===== config.mk =====
export PLATFORM = sky130hd
export DESIGN_NAME = inflight_capacity_admission
export DESIGN_NICKNAME = d
export VERILOG_FILES = /design/src/hw/rtl/icadm_pkg.sv /design/src/hw/rtl/inflight_capacity_admission.sv
export SDC_FILE = /design/constraint.sdc
export NUM_CORES = 2
export LEC_CHECK = 0
export ABC_AREA = 1
export ABC_CLOCK_PERIOD_IN_PS = 9100
export BUFFER_PORTS_ARGS = -buffer_cell sky130_fd_sc_hd__buf_2
export CELL_PAD_IN_SITES_DETAIL_PLACEMENT = 0
export CELL_PAD_IN_SITES_GLOBAL_PLACEMENT = 1
export CORE_ASPECT_RATIO = 0.75
export CORE_MARGIN = 2
export CORE_UTILIZATION = 48
export DETAILED_ROUTE_END_ITERATION = 8
export PLACE_DENSITY_LB_ADDON = 0.1
export SETUP_SLACK_MARGIN = 0.15
export SLEW_MARGIN = 20
export SYNTH_ARGS = -nofsm -noshare
export SYNTH_HDL_FRONTEND = slang
export SYNTH_SLANG_ARGS = --single-unit

===== constraint.sdc =====
create_clock -name clock -period 9.1 [get_ports clock]
set_input_delay 0.91 -clock clock [delete_from_list [all_inputs] [get_ports clock]]
set_output_delay 0.91 -clock clock [all_outputs]
set_load 0.005 [all_outputs]

===== src/hw/rtl/icadm_pkg.sv =====
// ----------------------------------------------------------------------------
// icadm_pkg: shared definitions for the in-flight capacity admission gate
// Field widths, origin table size and operation/status codes.
// ----------------------------------------------------------------------------
package icadm_pkg;

   localparam int unsigned NumOrigins = 8;
   localparam int unsigned OriginIdxW = (NumOrigins > 1) ? $clog2(NumOrigins) : 1;

   localparam int unsigned FuncW    = 2;
   localparam int unsigned OriginW  = 3;
   localparam int unsigned ByteW    = 48;
   localparam int unsigned CountW   = 16;
   localparam int unsigned StatusW  = 2;
   localparam int unsigned CsrDataW = 64;
   localparam int unsigned CsrAddrW = 4;

   localparam logic [FuncW-1:0] FuncAcquire = 2'd0;
   localparam logic [FuncW-1:0] FuncRelease = 2'd1;
   localparam logic [FuncW-1:0] FuncLoad    = 2'd2;

   localparam logic [StatusW-1:0] StatusOk        = 2'd0;
   localparam logic [StatusW-1:0] StatusNoOrigin  = 2'd1;
   localparam logic [StatusW-1:0] StatusNoRoom    = 2'd2;
   localparam logic [StatusW-1:0] StatusUnderflow = 2'd3;

   localparam logic RegGlobalCount = 1'b0;
   localparam logic RegGlobalBytes = 1'b1;

endpackage


===== src/hw/rtl/inflight_capacity_admission.sv =====
// ----------------------------------------------------------------------------
// inflight_capacity_admission: credit-based admission gate for in-flight work
// Path: an accepted item passes the input register, then the result register;
//   the origin table read-modify-write sits between the two.
// Throughput: 1 item per cycle while the result is not stalled (rsp_stall).
// Reset: synchronous; clears origin enables, all usage counters and the
//   global limits; the block takes items in the first cycle after reset.
// ----------------------------------------------------------------------------
module inflight_capacity_admission (
   input  logic                                    clock,
   input  logic                                    reset,
   input  logic                                    req_valid,
   output logic                                    req_stall,
   input  logic [icadm_pkg::FuncW-1:0]             req_func,
   input  logic [icadm_pkg::OriginW-1:0]           req_origin,
   input  logic [icadm_pkg::ByteW-1:0]             req_byte_count,
   input  logic                                    req_entry_enable,
   input  logic [icadm_pkg::CountW-1:0]            req_entry_count_limit,
   input  logic [icadm_pkg::ByteW-1:0]             req_entry_byte_limit,
   output logic                                    rsp_valid,
   input  logic                                    rsp_stall,
   output logic [icadm_pkg::StatusW-1:0]           rsp_status,
   output logic [icadm_pkg::ByteW-1:0]             rsp_inflight_bytes,
   output logic [icadm_pkg::CountW-1:0]            rsp_inflight_count,
   input  logic                                    psel,
   input  logic                                    penable,
   input  logic                                    pwrite,
   input  logic [icadm_pkg::CsrAddrW-1:0]          paddr,
   input  logic [icadm_pkg::CsrDataW-1:0]          pwdata,
   output logic [icadm_pkg::CsrDataW-1:0]          prdata,
   output logic                                    pready
);

   localparam int unsigned N  = icadm_pkg::NumOrigins;
   localparam int unsigned IW = icadm_pkg::OriginIdxW;
   localparam int unsigned BW = icadm_pkg::ByteW;
   localparam int unsigned CW = icadm_pkg::CountW;

   // configuration
   logic [CW-1:0] glb_cnt_lim_ff;
   logic [BW-1:0] glb_byte_lim_ff;
   logic          csr_wr;

   // input register
   logic                               in_valid_ff;
   logic [icadm_pkg::FuncW-1:0]        in_func_ff;
   logic [icadm_pkg::OriginW-1:0]      in_origin_ff;
   logic [BW-1:0]                      in_bytes_ff;
   logic                               in_en_ff;
   logic [CW-1:0]                      in_cnt_lim_ff;
   logic [BW-1:0]                      in_byte_lim_ff;
   logic                               req_accept;
   logic                               s1_adv;

   // origin table and totals
   logic [N-1:0]  org_en_ff;
   logic [CW-1:0] org_cnt_lim_ff  [N];
   logic [BW-1:0] org_byte_lim_ff [N];
   logic [CW-1:0] org_cnt_used_ff [N];
   logic [BW-1:0] org_bytes_used_ff [N];
   logic [CW-1:0] tot_cnt_ff;
   logic [BW-1:0] tot_bytes_ff;

   // result register
   logic                            out_valid_ff;
   logic [icadm_pkg::StatusW-1:0]   out_status_ff;
   logic [BW-1:0]                   out_bytes_ff;
   logic [CW-1:0]                   out_cnt_ff;

   // datapath
   logic [IW-1:0]                 idx;
   logic                          org_ok;
   logic                          org_on;
   logic [CW-1:0]                 o_cnt;
   logic [BW-1:0]                 o_bytes;
   logic [BW:0]                   tot_sum;
   logic [BW:0]                   org_sum;
   logic [BW:0]                   tot_diff;
   logic [BW:0]                   org_diff;
   logic                          bytes_zero;
   logic                          glb_fits;
   logic                          org_fits;
   logic                          tot_cnt_clamp;
   logic                          org_cnt_clamp;
   logic [icadm_pkg::StatusW-1:0] status_in;
   logic [CW-1:0]                 tot_cnt_in;
   logic [BW-1:0]                 tot_bytes_in;
   logic [CW-1:0]                 o_cnt_in;
   logic [BW-1:0]                 o_bytes_in;
   logic                          upd_used;
   logic                          upd_entry;

   assign pready = 1'b1;
   assign csr_wr = psel && penable && pwrite;

   always_comb begin
      unique case (paddr[3])
         icadm_pkg::RegGlobalCount: prdata = {{(icadm_pkg::CsrDataW-CW){1'b0}}, glb_cnt_lim_ff};
         icadm_pkg::RegGlobalBytes: prdata = {{(icadm_pkg::CsrDataW-BW){1'b0}}, glb_byte_lim_ff};
         default:                   prdata = '0;
      endcase
   end

   assign s1_adv     = in_valid_ff && (!out_valid_ff || !rsp_stall);
   assign req_stall  = in_valid_ff && !s1_adv;
   assign req_accept = req_valid && !req_stall;

   assign rsp_valid          = out_valid_ff;
   assign rsp_status         = out_status_ff;
   assign rsp_inflight_bytes = out_bytes_ff;
   assign rsp_inflight_count = out_cnt_ff;

   assign idx        = in_origin_ff[IW-1:0];
   assign org_ok     = int'(in_origin_ff) < N;
   assign org_on     = org_ok && org_en_ff[idx];
   assign o_cnt      = org_cnt_used_ff[idx];
   assign o_bytes    = org_bytes_used_ff[idx];
   assign bytes_zero = (in_bytes_ff == '0);

   assign tot_sum  = {1'b0, tot_bytes_ff} + {1'b0, in_bytes_ff};
   assign org_sum  = {1'b0, o_bytes} + {1'b0, in_bytes_ff};
   assign tot_diff = {1'b0, tot_bytes_ff} - {1'b0, in_bytes_ff};
   assign org_diff = {1'b0, o_bytes} - {1'b0, in_bytes_ff};

   assign glb_fits = (tot_cnt_ff < glb_cnt_lim_ff)
                  && (bytes_zero || (tot_sum <= {1'b0, glb_byte_lim_ff}));
   assign org_fits = (o_cnt < org_cnt_lim_ff[idx])
                  && (bytes_zero || (org_sum <= {1'b0, org_byte_lim_ff[idx]}));

   assign tot_cnt_clamp = (tot_cnt_ff == '0);
   assign org_cnt_clamp = (o_cnt == '0);

   always_comb begin
      status_in    = icadm_pkg::StatusOk;
      tot_cnt_in   = tot_cnt_ff;
      tot_bytes_in = tot_bytes_ff;
      o_cnt_in     = o_cnt;
      o_bytes_in   = o_bytes;
      upd_used     = 1'b0;
      upd_entry    = 1'b0;
      case (in_func_ff)
         icadm_pkg::FuncAcquire: begin
            if (!org_on) begin
               status_in = icadm_pkg::StatusNoOrigin;
            end else if (!glb_fits || !org_fits) begin
               status_in = icadm_pkg::StatusNoRoom;
            end else begin
               upd_used     = 1'b1;
               tot_cnt_in   = tot_cnt_ff + 1'b1;
               tot_bytes_in = tot_sum[BW-1:0];
               o_cnt_in     = o_cnt + 1'b1;
               o_bytes_in   = org_sum[BW-1:0];
            end
         end
         icadm_pkg::FuncRelease: begin
            if (!org_on) begin
               status_in = icadm_pkg::StatusNoOrigin;
            end else begin
               upd_used     = 1'b1;
               tot_cnt_in   = tot_cnt_clamp ? '0 : tot_cnt_ff - 1'b1;
               tot_bytes_in = tot_diff[BW] ? '0 : tot_diff[BW-1:0];
               o_cnt_in     = org_cnt_clamp ? '0 : o_cnt - 1'b1;
               o_bytes_in   = org_diff[BW] ? '0 : org_diff[BW-1:0];
               if (tot_cnt_clamp || tot_diff[BW] || org_cnt_clamp || org_diff[BW]) begin
                  status_in = icadm_pkg::StatusUnderflow;
               end
            end
         end
         icadm_pkg::FuncLoad: begin
            if (!org_ok) begin
               status_in = icadm_pkg::StatusNoOrigin;
            end else begin
               upd_entry = 1'b1;
            end
         end
         default: begin
            status_in = icadm_pkg::StatusOk;
         end
      endcase
   end

   // control state, usage counters and configuration
   always_ff @(posedge clock) begin
      if (reset) begin
         in_valid_ff     <= 1'b0;
         out_valid_ff    <= 1'b0;
         org_en_ff       <= '0;
         tot_cnt_ff      <= '0;
         tot_bytes_ff    <= '0;
         glb_cnt_lim_ff  <= '0;
         glb_byte_lim_ff <= '0;
         for (int i = 0; i < N; i++) begin
            org_cnt_used_ff[i]   <= '0;
            org_bytes_used_ff[i] <= '0;
         end
      end else begin
         if (req_accept) begin
            in_valid_ff <= 1'b1;
         end else if (s1_adv) begin
            in_valid_ff <= 1'b0;
         end
         if (s1_adv) begin
            out_valid_ff <= 1'b1;
         end else if (!rsp_stall) begin
            out_valid_ff <= 1'b0;
         end
         if (s1_adv && upd_used) begin
            tot_cnt_ff             <= tot_cnt_in;
            tot_bytes_ff           <= tot_bytes_in;
            org_cnt_used_ff[idx]   <= o_cnt_in;
            org_bytes_used_ff[idx] <= o_bytes_in;
         end
         if (s1_adv && upd_entry) begin
            org_en_ff[idx] <= in_en_ff;
         end
         if (csr_wr) begin
            unique case (paddr[3])
               icadm_pkg::RegGlobalCount: glb_cnt_lim_ff  <= pwdata[CW-1:0];
               icadm_pkg::RegGlobalBytes: glb_byte_lim_ff <= pwdata[BW-1:0];
               default: ;
            endcase
         end
      end
   end

   // payload registers
   always_ff @(posedge clock) begin
      if (req_accept) begin
         in_func_ff     <= req_func;
         in_origin_ff   <= req_origin;
         in_bytes_ff    <= req_byte_count;
         in_en_ff       <= req_entry_enable;
         in_cnt_lim_ff  <= req_entry_count_limit;
         in_byte_lim_ff <= req_entry_byte_limit;
      end
      if (s1_adv) begin
         out_status_ff <= status_in;
         out_bytes_ff  <= tot_bytes_in;
         out_cnt_ff    <= tot_cnt_in;
      end
      if (s1_adv && upd_entry) begin
         org_cnt_lim_ff[idx]  <= in_cnt_lim_ff;
         org_byte_lim_ff[idx] <= in_byte_lim_ff;
      end
   end

   a_stall_when_full: assert property (@(posedge clock) disable iff (reset)
      (in_valid_ff && out_valid_ff && rsp_stall) |-> req_stall)
      else $error("input stage not held while result stalled");

   a_grant_counts: assert property (@(posedge clock) disable iff (reset)
      (s1_adv && in_func_ff == icadm_pkg::FuncAcquire && status_in == icadm_pkg::StatusOk)
      |=> (tot_cnt_ff == $past(tot_cnt_ff) + 1'b1))
      else $error("granted acquire did not raise the global count");

   a_refused_holds: assert property (@(posedge clock) disable iff (reset)
      (s1_adv && (status_in == icadm_pkg::StatusNoOrigin
                  || status_in == icadm_pkg::StatusNoRoom))
      |=> ($stable(tot_cnt_ff) && $stable(tot_bytes_ff)))
      else $error("refused item changed global usage");

   a_result_totals: assert property (@(posedge clock) disable iff (reset)
      s1_adv |=> (rsp_inflight_count == tot_cnt_ff && rsp_inflight_bytes == tot_bytes_ff))
      else $error("result totals differ from global usage");

endmodule

== After elaboration in Yosys (flattened, before gate mapping) ==
Memories as Yosys holds them, arrays and structs flattened. A register that Yosys moved wholly into a read port is not among the register bits.
Cells that the tools add are included.

* Bits in registers: 322
* Bits in writable memories: 1,024
* Bits of input ports: 193
* Output and inout bits: 133
* Word-level logic and storage cells: 127
* Memories kept: 4

* Add/subtract/negate cells: 8
* Magnitude comparators: 6
* Equal/unequal tests: 3
* Mux-type cells: 57
* Bitwise operators: 1
* Reductions and logical operators: 32

{| class="wikitable"
|+ Memory list
! name !! depth !! width !! rd ports !! clocked after memory_dff !! wr ports !! line !! RTL
|-
| org_byte_lim_ff || 8 || 48 || 1 || 1 || 1 || inflight_capacity_admission.sv:58 || <nowiki>logic [BW-1:0] org_byte_lim_ff [N];</nowiki>
|-
| org_bytes_used_ff || 8 || 48 || 1 || 1 || 8 || inflight_capacity_admission.sv:60 || <nowiki>logic [BW-1:0] org_bytes_used_ff [N];</nowiki>
|-
| org_cnt_lim_ff || 8 || 16 || 1 || 1 || 1 || inflight_capacity_admission.sv:57 || <nowiki>logic [CW-1:0] org_cnt_lim_ff [N];</nowiki>
|-
| org_cnt_used_ff || 8 || 16 || 1 || 1 || 8 || inflight_capacity_admission.sv:59 || <nowiki>logic [CW-1:0] org_cnt_used_ff [N];</nowiki>
|}

{| class="wikitable"
|+ Operators by type and width
! operator !! number
|-
| $mux W48 || 9
|-
| $pmux W48 S2 || 2
|-
| $mux W16 || 9
|-
| $pmux W64 S2 || 1
|-
| $add A48 B48 Y49 || 2
|-
| $le A49 B48 Y1 || 2
|-
| $sub A48 B48 Y49 || 2
|-
| $pmux W16 S2 || 2
|-
| $logic_not A48 Y1 || 1
|-
| $reduce_or A48 Y1 || 1
|-
| $add A16 B1 Y16 const B || 2
|-
| $logic_not A16 Y1 || 2
|-
| $lt A16 B16 Y1 || 2
|-
| $sub A16 B1 Y16 const B || 2
|-
| $mux W1 || 19
|-
| $mux W3 || 6
|-
| $reduce_or A16 Y1 || 1
|-
| $logic_and A1 B1 Y1 || 10
|-
| $bwmux W8 || 1
|-
| $mux W2 || 4
|-
| $logic_or A1 B1 Y1 || 7
|-
| $logic_not A1 Y1 || 6
|-
| $lt A3 B4 Y1 const B || 1
|-
| $pmux W2 S2 || 1
|-
| other kinds (11) || 12
|}

== Logic depth before layout (Yosys ltp) ==
* Depth in word-level cells: 15
* Gate-level depth with buffers: 54
* Depth with buffers taken out: 46

== Worst setup path after synthesis ==
No wires, ideal clock.

* Path kind: reg2reg
* Start point: reg (tool-made name)
* End point: mem org_bytes_used_ff[0][0] (netlist bit) (enable)
* Setup time: 0.424 ns
* Arrival: 7.606 ns
* Required time: 8.676 ns
* Setup slack: 1.071 ns
* Cell stages (with the launch flop): 41
* Buffers on the path: 6
* Period minus slack after synthesis: 8.029 ns
* Path through: dfxtp_1 clkbuf_1 buf_2 buf_2 clkbuf_1 clkbuf_1 o21ai_0 o22ai_1 inv_1 o21ai_0 ha_1 nor2_1 nand2_1 nand2_1 nand2_1 nand2_1 a21oi_1 inv_1 (+5 left out) o21ai_0 xor2_1 inv_1 ha_1 nand2_1 or4_1 nor3_1 nand3b_1 nand2_1 nand2_1 nand2_2 nand2_4 nand2_2 nand3_4 nor2_8 nand2_4 buf_2 nand2_1

{| class="wikitable"
|+ RTL lines
! element !! line
|-
| end: declaration || inflight_capacity_admission.sv:60
|}

==> metrics <==
relative contribution of the clock network to total power 35.7%; smallest setup slack after layout 0.769 ns; slew at the pin closest to its max-slew limit 1.33 ns; clock skew 0.0480 ns; via density per instance 5.67; cells taking the most area after synthesis edfxtp_1 47%, nand2_1 8.4%, inv_1 6.9%; final setup vio count 0; relative area change from synthesis to final layout 12.5%; leading cell type in the layout, fill and taps excluded nand2_1; Core Box Area 160,000 sq um; instance count of the mapped netlist 9,114; nature of the critical path startpoint flop; # nets final 9,898; Placer Congestion 1.06; logic gate share of total power 21.5%; post-CTS resize count 0; number of cell rows 127; via count of the first global-routing pass 59,500; Final Hold Violating Endpoints 0; total power after layout 16.4 mW; Clk pin slew, worst setup/hold paths 0.07 ns; starting utilization of the core area 48.3%; endpoint kind of the worst setup timing path flop; clock latency reported for the late side of the worst-skew pair 0.82 ns; Slew Limit Fails 0; Post-Place Worst Slack 0.995 ns; H-tree lvl count 4; share of final-layout standard cells stronger than drive strength 1 9.25%; Fmax achieved 120 MHz; count of flip-flops with a built-in enable after synthesis 1,208; total congestion overflow 0; Wirelength per Cell 24.1 microns; run status completed; CTS tree built; number of violations of the max-capacitance limit 0; syn_area_per_cell 8.46 sq um; Yosys top cell area share 47.0%; CP Class flop to flop; final worst hold slack 0.259 ns; setup_tns 0 ns; Max-slew headroom 10.5%; count of hold-fix buffers inserted at cts 0; buffers inserted during post-CTS setup optimization 0; full die area 164,000 sq um; Crit path required time 9.58 ns; post-synthesis cell type with the largest combined area edfxtp_1; number of placed I/O pins 326; Antenna Violating Nets Remaining 0; synthesized cell area 77,100 sq um; unrepaired setup endpoints after global routing false; internal power contribution 11.1 mW; number of sinks on the clock net 1,349; share of total power in sequential cells 42.8%; placed wire-length estimate after detailed placement 200,000 microns; critical path peak fanout 22; Static Leakage 39.2 nW; peak per-stage delay on the critical path 0.90 ns; minimum clock period after layout 8.33 ns; most frequent cells in the layout 1,723 x nand2_1, 1,421 x inv_1, 1,208 x edfxtp_1; die boundary width 467 microns; power per cell area 188 nW/um^2; distinct cell type count after synthesis 67; global-route total usage across every layer 33.5%; CTS Buf Count 138; cell seen most often among critical-path stages nand2_1; Worst Path Arrival 8.81 ns; portion of the post-synthesis area used by sequential elements 50.7%; Cell Count, Final, Fillers Out 11,600; CP max-delay cell xor2_1; family with the most delay on the worst path simple AND/OR/NAND/NOR gates; number of search-and-repair iterations in the first detailed-routing pass 6; initial detailed-routing violation count 7,910; first-pass GRT wire length 405,000 microns; height of the chip 351 microns; Synth async-reset ratio 0%; switching power 5.25 mW; post-detailed-route DRC marker count 0; Yosys warnings 0; number of placed instances with taps included 11,400; largest vdd supply drop 0.200 mV; buffering stage count on the worst path with inverters included 2; Clock Path Buffers 3; number of antenna violations at the first check in global routing 9; count of input and output buffers 289; total length of routed wires 280,000 microns; Sw Ratio 32.1%; Via Count 65,900; pin count of the biggest net entering global routing 146; number of synthesized register bits 1,349; cell at the root of the clock tree clkbuf_16; Min-Delay Path Class primary input to flop; Tcrit/Tclk final 91.6%; Post-synth top flop edfxtp_1
==> power groups by stage <==
stage | clock network [mW] | logic (mW) | registers (mW)
6_report | 5.83 | 3.52 | 7.00
5_1_grt | 6.16 | 3.78 | 7.01
4_1_cts | 5.91 | 3.42 | 7.00
3_5_place_dp | 0 | 3.41 | 7.13
3_3_place_gp | 0 | 3.38 | 7.13
2_1_floorplan | 0 | 1.90 | 7.08
==> registers in the layout, summed over array words and instances, names as in the netlist, 48 cells and up, named ones only <==
signal              count
org_cnt_lim_ff        128
in_bytes_ff            48
rsp_inflight_bytes     48
org_cnt_used_ff       128
org_bytes_used_ff     384
org_byte_lim_ff       384
tot_bytes_ff           48
in_byte_lim_ff         48
glb_byte_lim_ff        48
==> metal layers <==
layer	vias to the layer above	GRT usage, %	wire length, microns
met3	321	7.28	28100
met2	2923	48.7	118000
met4	4	7.52	5900
met5	-	0	32
li1	30900	-	-
met1	31800	50.6	128000
==> logic make-up (layout without fill, tap and decap cells) <==
kind of cell,Yosys count,count (layout),share of synthesized area [%]
flops,1349,1349,50.7
buf+inv,1914,2278,10.0
xor+xnor,164,164,1.86
simple gates,3300,3300,17.4
compound gates,2058,2058,14.7
other cells,2,19,0.00974
fa+ha+maj,327,327,5.34
==> worst paths after layout <==
path | slack (ns) | cells past startpoint | end | from
setup reg to reg | 0.77 | 28 | org_bytes_used_ff[6][30]$_SDFFCE_PN0P_ | in_bytes_ff[24]$_DFFE_PP_
setup / recovery | 0.77 | 28 | org_bytes_used_ff[6][30]$_SDFFCE_PN0P_ | in_bytes_ff[24]$_DFFE_PP_
hold reg to reg | 0.48 | 2 | glb_byte_lim_ff[42]$_SDFFE_PP0P_ | glb_byte_lim_ff[42]$_SDFFE_PP0P_
hold / removal | 0.26 | 1 | in_byte_lim_ff[19]$_DFFE_PP_ | req_entry_byte_limit[19]
==> through the flow <==
stage                     util [%]  instance area (sq um)
final                         54.4                  86800
after global routing          54.3                  86800
after global placement        51.4                  82100
after floorplan                  -                  77200
after detailed placement      51.4                  82100
after CTS                     54.3                  86800
==> cell usage after synthesis (3+ instances only) <==
cell	count
buf_2	95
o32ai_1	3
clkbuf_1	276
clkinv_1	3
o21ai_1	14
nor4_1	26
a31oi_1	42
o21bai_1	21
buf_1	37
o211ai_1	47
o221ai_1	75
a21boi_0	18
nand3b_1	6
nand2_4	9
a31o_2	5
buf_6	42
edfxtp_1	1208
clkinv_4	8
a22oi_1	3
ha_1	323
a21oi_1	589
xnor2_1	3
nor3b_1	3
a211oi_1	6
or2_2	12
a21oi_2	4
nor3_1	78
and3_1	7
o22ai_1	185
nor2_1	981
buf_4	20
inv_1	1428
a21o_1	20
nand4_1	71
o21a_1	15
dfxtp_1	141
nand2_1	1733
fa_1	4
o21ai_0	993
inv_2	4
nand3_1	361
xor2_1	161
==> cell type report <==
type | count | area [sq um]
antenna | 2 | 5.00
fill | 14800 | 72900
sequential | 1349 | 39100
multi-input combinational | 5866 | 30500
timing repair buffer | 580 | 4370
inverter | 1443 | 5480
tap | 2128 | 2660
clock buffer | 173 | 3650
clock inverter | 82 | 1000
Power figures use the tool's default switching activity.
